**config.mk**
```make
export PLATFORM = sky130hd
export DESIGN_NAME = mac_address_text_parser_top
export DESIGN_NICKNAME = d
export VERILOG_FILES = /design/src/sv/macp_pkg.sv /design/src/sv/macp_step.sv /design/src/sv/mac_address_text_parser_top.sv
export SDC_FILE = /design/constraint.sdc
export NUM_CORES = 1
export LEC_CHECK = 0
export BUFFER_PORTS_ARGS = -buffer_cell sky130_fd_sc_hd__buf_4
export CAP_MARGIN = 20
export CORE_MARGIN = 1.5
export CORE_UTILIZATION = 37
export CTS_CLUSTER_DIAMETER = 100
export DETAILED_ROUTE_END_ITERATION = 8
export PLACE_DENSITY = 0.55
export SLEW_MARGIN = 15
export SYNTH_ARGS = -nofsm -noshare
export SYNTH_HDL_FRONTEND = slang
export SYNTH_SLANG_ARGS = --single-unit
```
**constraint.sdc**
```tcl
create_clock -name i_clk -period 2.75 [get_ports i_clk]
set_input_delay 0.275 -clock i_clk [delete_from_list [all_inputs] [get_ports i_clk]]
set_output_delay 0.275 -clock i_clk [all_outputs]
set_load 0.01 [all_outputs]
```
**src/sv/macp_pkg.sv**
```systemverilog
`timescale 1ns / 1ps
// ----------------------------------------------------------------------------
// macp_pkg
// Types, constants and the character decoder shared by the address text
// parser.
// ----------------------------------------------------------------------------
package macp_pkg;

    localparam int unsigned ADDR_W    = 48;
    localparam int unsigned OCTET_W   = 8;
    localparam logic [2:0]  OCTETS    = 3'd6;
    localparam logic [4:0]  TEXT_LEN  = 5'd17;
    localparam logic [4:0]  COUNT_SAT = 5'd18;
    localparam logic [7:0]  CH_COLON  = 8'h3a;
    localparam logic [7:0]  CH_DASH   = 8'h2d;

    typedef enum logic [2:0] {
        PH_HIGH  = 3'd0,
        PH_LOW   = 3'd1,
        PH_AFTER = 3'd2,
        PH_BAD   = 3'd3
    } t_phase;

    typedef struct packed {
        logic [7:0] character;
        logic       final_char;
    } t_in_beat;

    typedef struct packed {
        logic              valid_res;
        logic [ADDR_W-1:0] mac_address;
    } t_out_beat;

    typedef struct packed {
        t_phase            parse_phase;
        logic [2:0]        octet_count;
        logic [4:0]        char_count;
        logic [3:0]        high_nibble;
        logic [ADDR_W-1:0] address_shift;
    } t_state;

    typedef struct packed {
        logic       is_hex;
        logic [3:0] nibble;
    } t_hex;

    localparam t_state STATE_RESET = '{
        parse_phase:   PH_HIGH,
        octet_count:   3'd0,
        char_count:    5'd0,
        high_nibble:   4'd0,
        address_shift: '0
    };

    function automatic t_hex hex_decode(input logic [7:0] c);
        t_hex h;
        logic [7:0] d;
        h = '{is_hex: 1'b0, nibble: 4'd0};
        d = 8'd0;
        if (c >= 8'h30 && c <= 8'h39) begin
            d = c - 8'h30;
            h = '{is_hex: 1'b1, nibble: d[3:0]};
        end else if (c >= 8'h61 && c <= 8'h66) begin
            d = c - 8'h57;
            h = '{is_hex: 1'b1, nibble: d[3:0]};
        end else if (c >= 8'h41 && c <= 8'h46) begin
            d = c - 8'h37;
            h = '{is_hex: 1'b1, nibble: d[3:0]};
        end
        return h;
    endfunction

    function automatic logic is_sep(input logic [7:0] c);
        return (c == CH_COLON) || (c == CH_DASH);
    endfunction

endpackage

```
**src/sv/macp_step.sv**
```systemverilog
`timescale 1ns / 1ps
// ----------------------------------------------------------------------------
// macp_step
// Next-state and result logic for one character of address text.
// ----------------------------------------------------------------------------
module macp_step (
    input  macp_pkg::t_state    i_state,
    input  macp_pkg::t_in_beat  i_beat,
    output macp_pkg::t_state    o_state,
    output macp_pkg::t_out_beat o_result
);

    macp_pkg::t_hex   hx;
    macp_pkg::t_state s;
    logic             sep;
    logic             ok;

    always_comb begin
        hx  = macp_pkg::hex_decode(i_beat.character);
        sep = macp_pkg::is_sep(i_beat.character);
        s   = i_state;
        ok  = 1'b0;

        if (s.char_count < macp_pkg::COUNT_SAT) begin
            s.char_count = s.char_count + 5'd1;
        end

        case (i_state.parse_phase)
            macp_pkg::PH_HIGH, macp_pkg::PH_AFTER: begin
                if (i_state.parse_phase == macp_pkg::PH_AFTER && sep) begin
                    s.parse_phase = macp_pkg::PH_HIGH;
                end else if (s.octet_count >= macp_pkg::OCTETS || !hx.is_hex) begin
                    s.parse_phase = macp_pkg::PH_BAD;
                end else begin
                    s.high_nibble = hx.nibble;
                    s.parse_phase = macp_pkg::PH_LOW;
                end
            end
            macp_pkg::PH_LOW: begin
                if (hx.is_hex || sep) begin
                    s.address_shift = {s.address_shift[macp_pkg::ADDR_W-macp_pkg::OCTET_W-1:0],
                                       (hx.is_hex ? s.high_nibble : 4'd0),
                                       (hx.is_hex ? hx.nibble : s.high_nibble)};
                    if (s.octet_count < macp_pkg::OCTETS) begin
                        s.octet_count = s.octet_count + 3'd1;
                    end
                    s.parse_phase = macp_pkg::PH_AFTER;
                end else begin
                    s.parse_phase = macp_pkg::PH_BAD;
                end
            end
            default: begin
                s.parse_phase = macp_pkg::PH_BAD;
            end
        endcase

        // one-digit octet ending the string
        if (i_beat.final_char && s.parse_phase == macp_pkg::PH_LOW) begin
            s.address_shift = {s.address_shift[macp_pkg::ADDR_W-macp_pkg::OCTET_W-1:0],
                               4'd0, s.high_nibble};
            if (s.octet_count < macp_pkg::OCTETS) begin
                s.octet_count = s.octet_count + 3'd1;
            end
            s.parse_phase = macp_pkg::PH_AFTER;
        end

        ok = (s.parse_phase != macp_pkg::PH_BAD) && (s.octet_count == macp_pkg::OCTETS)
             && (s.char_count == macp_pkg::TEXT_LEN);

        o_result.valid_res   = ok;
        o_result.mac_address = ok ? s.address_shift : '0;

        if (i_beat.final_char) begin
            o_state = macp_pkg::STATE_RESET;
        end else begin
            o_state = s;
        end
    end

endmodule

```
**src/sv/mac_address_text_parser_top.sv**
```systemverilog
`timescale 1ns / 1ps
// ----------------------------------------------------------------------------
// mac_address_text_parser_top
// Parses a 48-bit Ethernet address from text, one character per beat.
// ----------------------------------------------------------------------------
// One character beat is taken every cycle unless the input is stalled. Each
// beat is registered, then decoded against the parse state; the beat carrying
// the final-character flag yields one result beat, written from the input
// register into the output register. Input stalls only when a final character
// is ready to leave the input register while the output register still holds
// an untaken result; ordinary characters pass even while the output is stalled.
// The result flags a well-formed 17-character address and gives its octets,
// first octet in the top byte, or zero when the text is malformed.
module mac_address_text_parser_top (
    input  logic                 i_clk,
    input  logic                 i_rst_n,
    input  logic                 i_in_valid,
    output logic                 o_in_stall,
    input  macp_pkg::t_in_beat   i_in_beat,
    output logic                 o_out_valid,
    input  logic                 i_out_stall,
    output macp_pkg::t_out_beat  o_out_beat
);

    logic                r_in_vld, n_in_vld;
    macp_pkg::t_in_beat  r_in;
    macp_pkg::t_state    r_state, n_state;
    logic                r_out_vld, n_out_vld;
    macp_pkg::t_out_beat r_out;
    macp_pkg::t_out_beat step_res;
    logic                advance;
    logic                in_take;

    macp_step u_step (
        .i_state  (r_state),
        .i_beat   (r_in),
        .o_state  (n_state),
        .o_result (step_res)
    );

    assign advance    = r_in_vld && !(r_in.final_char && r_out_vld && i_out_stall);
    assign o_in_stall = r_in_vld && !advance;
    assign in_take    = i_in_valid && !o_in_stall;

    always_comb begin
        n_in_vld = r_in_vld;
        if (in_take) begin
            n_in_vld = 1'b1;
        end else if (advance) begin
            n_in_vld = 1'b0;
        end

        n_out_vld = r_out_vld;
        if (advance && r_in.final_char) begin
            n_out_vld = 1'b1;
        end else if (!i_out_stall) begin
            n_out_vld = 1'b0;
        end
    end

    always_ff @(posedge i_clk) begin
        if (!i_rst_n) begin
            r_in_vld  <= 1'b0;
            r_out_vld <= 1'b0;
            r_state   <= macp_pkg::STATE_RESET;
        end else begin
            r_in_vld  <= n_in_vld;
            r_out_vld <= n_out_vld;
            if (advance) begin
                r_state <= n_state;
            end
        end
    end

    always_ff @(posedge i_clk) begin
        if (in_take) begin
            r_in <= i_in_beat;
        end
        if (advance && r_in.final_char) begin
            r_out <= step_res;
        end
    end

    assign o_out_valid = r_out_vld;
    assign o_out_beat  = r_out;

    a_octets_bounded: assert property (@(posedge i_clk) disable iff (!i_rst_n)
        r_state.octet_count <= macp_pkg::OCTETS)
        else $error("octet count beyond six");

    a_count_bounded: assert property (@(posedge i_clk) disable iff (!i_rst_n)
        r_state.char_count <= macp_pkg::COUNT_SAT)
        else $error("character count beyond saturation");

    a_zero_when_bad: assert property (@(posedge i_clk) disable iff (!i_rst_n)
        (r_out_vld && !r_out.valid_res) |-> (r_out.mac_address == '0))
        else $error("address not zero on malformed text");

    a_stall_needs_beat: assert property (@(posedge i_clk) disable iff (!i_rst_n)
        o_in_stall |-> (r_in_vld && r_in.final_char && r_out_vld))
        else $error("input stalled without a blocked final beat");

    a_final_clears: assert property (@(posedge i_clk) disable iff (!i_rst_n)
        (advance && r_in.final_char) |=> (r_state.char_count == 5'd0))
        else $error("state not cleared after final character");

endmodule

```
Yosys cells after proc, flatten, opt, wreduce, memory -nomap -nowiden. Cells that the tools add are included.

Flip-flop bits (word level): 123. Input bits: 13. Output and inout port bits: 51. Logic and storage cells: 85.

Add/subtract/negate cells: 6. Order comparisons: 10. Eq/ne operators: 9. Muxes and demuxes: 26. Reduce and logical (&&, ||, !) cells: 23.

Operator list (number): two-way mux 48 bit (3); two-way mux 62 bit (1); two-way mux 5 bit (5); two-way mux 4 bit (5); == test 8 x 6 -> 1 bit (second input constant) (2); >= comparator 8 x 7 -> 1 bit (second input constant) (2); <= comparator 8 x 7 -> 1 bit (second input constant) (2); logical AND 1 bit (13); two-way mux 3 bit (4); >= comparator 8 x 6 -> 1 bit (second input constant) (1); <= comparator 8 x 6 -> 1 bit (second input constant) (1); subtractor 4 x 3 -> 4 bit (second input constant) (2); adder 3 x 1 -> 3 bit (second input constant) (2); < comparator 3 bit (second input constant) (2); adder 5 x 1 -> 5 bit (second input constant) (1); == test 5 bit (second input constant) (1); < comparator 5 bit (second input constant) (1); two-way mux 1 bit (5); logical NOT 1 bit (4); two-way mux 2 bit (2); one-hot mux 2 bit (2 select lines) (1); subtractor 4 x 1 -> 4 bit (second input constant) (1); == test 3 x 1 -> 1 bit (second input constant) (1); == test 3 x 2 -> 1 bit (second input constant) (1); other kinds (9) (11).

Longest topological paths before layout.
Word-level depth: 16. Mapped depth: 15. Depth with buffers taken out: 12.

Modules after synthesis. From an unflattened synthesis, not the netlist that was laid out.

Cell total of the unflattened synthesis: 730. Area, all modules: 6770.2 µm².

By module, submodules not included: mac_address_text_parser_top (times used 1, cells an instance 342, area each 4403.0 µm², seq. area each 3042.9 µm²); macp_step (times used 1, cells an instance 388, area each 2367.3 µm², seq. area each 0.0 µm²).

Worst setup path before layout. OpenSTA, ideal clock, no wires.

Path kind: reg2reg. Start: reg r_in[1] (netlist bit). End: reg r_out, in the netlist o_out_beat[22] (data pin). Setup time: 263 ps. Arrival time: 2667 ps. Required time: 2487 ps. Setup slack: -180 ps. Stages on the path, launching flop included: 15. Buffers on the path: 2. Period minus slack after synthesis: 2930 ps. Cells stage by stage: edfxtp_1 inv_1 ha_1 o21ba_2 o21ai_2 buf_2 a31o_2 and2_1 inv_1 ha_1 inv_1 a211oi_1 a31oi_4 buf_6 nor3_2.

Longest elaborated chain between the ends: 16. Elaborated cells between the ends (all ways): 38. Classes of those cells: 1 x add/sub; 7 x order compare; 5 x eq/ne; 14 x mux; 11 x reduce/logical.

Ends and longest elaborated chain: from (decl) (line mac_address_text_parser_top.sv:26) `macp_pkg::t_in_beat r_in;`; from (signal assigned) (line mac_address_text_parser_top.sv:77) `r_in <= i_in_beat;`; parallel branches: the longest is 16 deep, another holds >= comparator 8 x 7 -> 1 bit; to (signal assigned) (line mac_address_text_parser_top.sv:80) `r_out <= step_res;`; to (decl) (line mac_address_text_parser_top.sv:29) `macp_pkg::t_out_beat r_out;`.

Several ways; the timed one is not identified. A chain may end at the register's enable or synchronous reset.

Worst setup path after layout.
Start: reg r_in[8] (netlist bit). End: reg r_out, in the netlist o_out_beat[3] (data pin).

The elaborated chain is that of the path after synthesis.

==> flow_metrics.py <==
metrics = {
    "clock_network": {
        "cts_tree": "yes",
        "htree_levels": 4,
        "cts_root_buffer": "clkbuf_16",
        "cts-buffers-inserted": 17,
        "clock_latency_ns": 0.42,
        "clock_sinks": 122,
        "cts_buffer_depth": 2,
        "clk_pin_slew_ns": 0.05,
        "hold_buffers": 0,
    },
    "status": {
        "violations": "setup timing",
        "status": "finished, violations left",
    },
    "setup_path": {
        "r2r_setup_slack_ns": -0.15,
        "startpoint_type": "register",
        "crit_path_end_kind": "register",
        "worstPathMaxFanout": 10,
        "cp_data_required_time_ns": 2.91,
        "rr_endpoint": "o_out_beat[3]",
        "r2r_cells": 11,
        "arrival_ns": 3.05,
        "r2r-start": "r_in[8]",
        "worstSetupPathType": "reg -> reg",
    },
    "synth": {
        "avgSynthCellArea_um2": 12.3,
        "yosysUniqueCellTypes": 60,
        "ys_warn_count": 0,
        "async_reset_ff_frac": 0,
        "netlist_area_um2": 5840,
        "ys_ff_latch": 122,
        "syn_nets": 495,
        "syn-instance-count": 474,
        "synth_edf_count": 58,
        "ys_dominant_reg_cell": "dfxtp_1",
        "synth-seq-area-share": 0.518,
    },
    "sta": {
        "fmax_mhz": 345,
        "rsz0062_at_grt": "true",
        "hold_viol": 0,
        "fin_ws_ns": -0.148,
        "slew_headroom": 0.543,
        "finClkSkew_ns": 0.00984,
        "tightest_slew_ns": 0.684,
        "finalMaxSlewViolations": 0,
        "period_needed_ns": 2.90,
        "finalCritPeriodShare": 1.05,
        "whs_ns": 0.0384,
        "setup_viol": 49,
    },
    "global_routing": {
        "grt_antenna_before_repair": 0,
        "grt_max_degree": 34,
        "grt_overflow": 0,
        "track_usage": 0.182,
        "grt_pass1_vias": 4287,
        "grt_pass1_wl_um": 22900,
    },
    "routing": {
        "drc": 0,
        "drt-vias-per-instance": 5.33,
        "num_vias": 4368,
        "drt_pre_antenna_iters": 5,
        "drtAntennaViolNets": 0,
        "initialDrtViolationCount": 302,
        "post_drt_wl_per_cell_um": 17.7,
        "drt_wl_total_um": 14500,
    },
    "floorplanning": {
        "dieArea_um2": 16500,
        "core-area_um2": 15300,
        "start_util": 0.381,
        "row_count": 45,
        "die_y_um": 129,
        "die_w_um": 129,
        "ios": 64,
    },
    "layout": {
        "fillers": 1342,
        "drive_gt1_frac": 0.411,
        "final_cells": 819,
        "stdcell_area_um2": 7990,
        "post-route-util": 0.522,
        "diodes": 0,
        "fin_nets": 616,
        "area_growth_syn_to_layout_pct": 36.9,
    },
    "place": {
        "post_dp_cell_area_um2": 6910,
        "place_congestion": 0.893,
        "dpl.cell_count": 768,
        "place_hpwl_um": 9540,
        "io_buffers": 63,
    },
    "pwr": {
        "p_leak_nw": 2.92,
        "ir_drop_mv": 0.450,
        "cellPowerDensity_nw_per_um2": 553,
        "p_total_w": 0.00442,
    },
    "flow_run": {
        "max_cap_viol_count": 0,
    },
    "worst_hold_path": {
        "hold_path.startpoint": "i_in_beat[0]",
        "hold-path-endpoint": "r_in[0]",
        "hold_class": "in -> reg",
        "holdPathStages": 1,
    },
}
layout make-up:
type	count	area (um2)	area share
clock buffers	18	429	0.0537
clock inverters	14	171	0.0215
inverters	10	40.0	0.00501
multi-input cells	311	2830	0.355
flip-flops and latches	122	3020	0.378
well taps	211	264	0.0331
repair buffers	133	1230	0.154
where the power goes:
group          switching [W]  internal, W  total (W)
clock               0.000834      0.00143    0.00226
combinational       0.000120    0.0000991   0.000219
sequential         0.0000168      0.00192    0.00193
total               0.000970      0.00345    0.00442
cells by family after synthesis:
| kind of cell | count (synthesis) | share of synthesized area |
|---|---|---|
| adder cells (fa/ha/maj) | 8 | 0.0172 |
| XOR/XNOR | 1 | 0.00150 |
| flip-flops | 122 | 0.518 |
| multiplexers | 45 | 0.0776 |
| AND/OR/NAND/NOR | 131 | 0.158 |
| buffers and inverters | 42 | 0.0407 |
| AO/OA/AOI/OAI | 125 | 0.187 |
timing repair:
action | CTS | global route
buffers inserted | 9 | 5
setup endpoints to repair | 49 | 81
gates resized for setup | 22 | 21
gates cloned | 2 | 3
hold endpoints to repair | 0 | 0
pin swaps | 6 | 9
metrics by stage:
step / setup WS [ns] / setup TNS, ns
after floorplan: -0.166 / -7.00
after global placement: -0.265 / -9.04
after detailed placement: -0.301 / -11.99
after CTS: -0.148 / -5.35
after global routing: -0.217 / -9.48
final: -0.148 / -5.80
cells in the mapped netlist, drive strengths merged, types with 5 or more instances:
library cell / count / area share
buf: 23 / 0.029
a21boi: 6 / 0.0077
a22oi: 17 / 0.022
nor2b: 25 / 0.027
edfxtp: 58 / 0.30
nand2: 20 / 0.014
a21oi: 7 / 0.0060
a2111oi: 5 / 0.013
a32oi: 5 / 0.0075
nor3: 43 / 0.070
o21ai: 14 / 0.014
nand3: 6 / 0.0051
and2: 10 / 0.011
ha: 8 / 0.017
nor2: 13 / 0.0088
clkbuf: 9 / 0.0058
dfxtp: 64 / 0.22
o211ai: 7 / 0.011
inv: 10 / 0.0064
mux2i: 43 / 0.074
a22o: 35 / 0.053
critical path, stage by stage, from the launching register on:
cell	delay [ns]
edfxtp_1	0.45
nor4b_4	0.40
o211ai_4	0.17
a31o_1	0.28
o221ai_4	0.22
ha_4	0.18
nand2_4	0.06
or3_4	0.36
o2111ai_4	0.09
buf_12	0.19
clkbuf_16	0.18
a211oi_2	0.05
worst max path at each step:
stage                       start        endpoint  slack, ns  cells past startpoint
final                     r_in[8]   o_out_beat[3]      -0.15                     11
after detailed placement  r_in[1]  o_out_beat[12]      -0.30                     13
after global placement    r_in[1]  o_out_beat[12]      -0.26                     13
after global routing      r_in[1]   o_out_beat[3]      -0.22                     14
after floorplan           r_in[5]   o_out_beat[4]      -0.17                     12
after CTS                 r_in[8]  o_out_beat[21]      -0.15                     10
flip-flops by register name, summed over array words and instances, names as in the netlist:
register     count
r_state         62
o_out_beat      49
r_in             9
o_out_valid      1
r_in_vld         1
cells in the final DEF, fill, tap and decap left out, types with 3 or more instances in the layout:
| cell | n |
|---|---|
| a32oi_1 | 5 |
| nand2_1 | 18 |
| mux2i_1 | 42 |
| inv_2 | 3 |
| o21ai_0 | 11 |
| a21oi_1 | 7 |
| buf_6 | 4 |
| ha_1 | 5 |
| nor2b_1 | 25 |
| o21a_1 | 3 |
| dfxtp_1 | 64 |
| a22o_1 | 35 |
| a22oi_1 | 17 |
| edfxtp_1 | 58 |
| a21boi_0 | 6 |
| buf_4 | 114 |
| o211ai_1 | 6 |
| inv_1 | 6 |
| clkinv_4 | 4 |
| nand3_1 | 5 |
| buf_12 | 9 |
| bufinv_16 | 3 |
| a2111oi_4 | 5 |
| and2_1 | 9 |
| o211a_1 | 3 |
| clkinv_2 | 4 |
| nor3_2 | 40 |
| inv_6 | 3 |
| clkbuf_16 | 20 |
| nor2_1 | 12 |
metal layers:
metal  vias up  global-route usage  share of wire
li1       2067                   -              -
met2       114               0.309           0.51
met1      2174               0.227           0.44
met5         -                   0              0
met3        13              0.0462          0.040
met4         0              0.0601          0.012
Note: power is estimated with default switching activity, not from simulation.
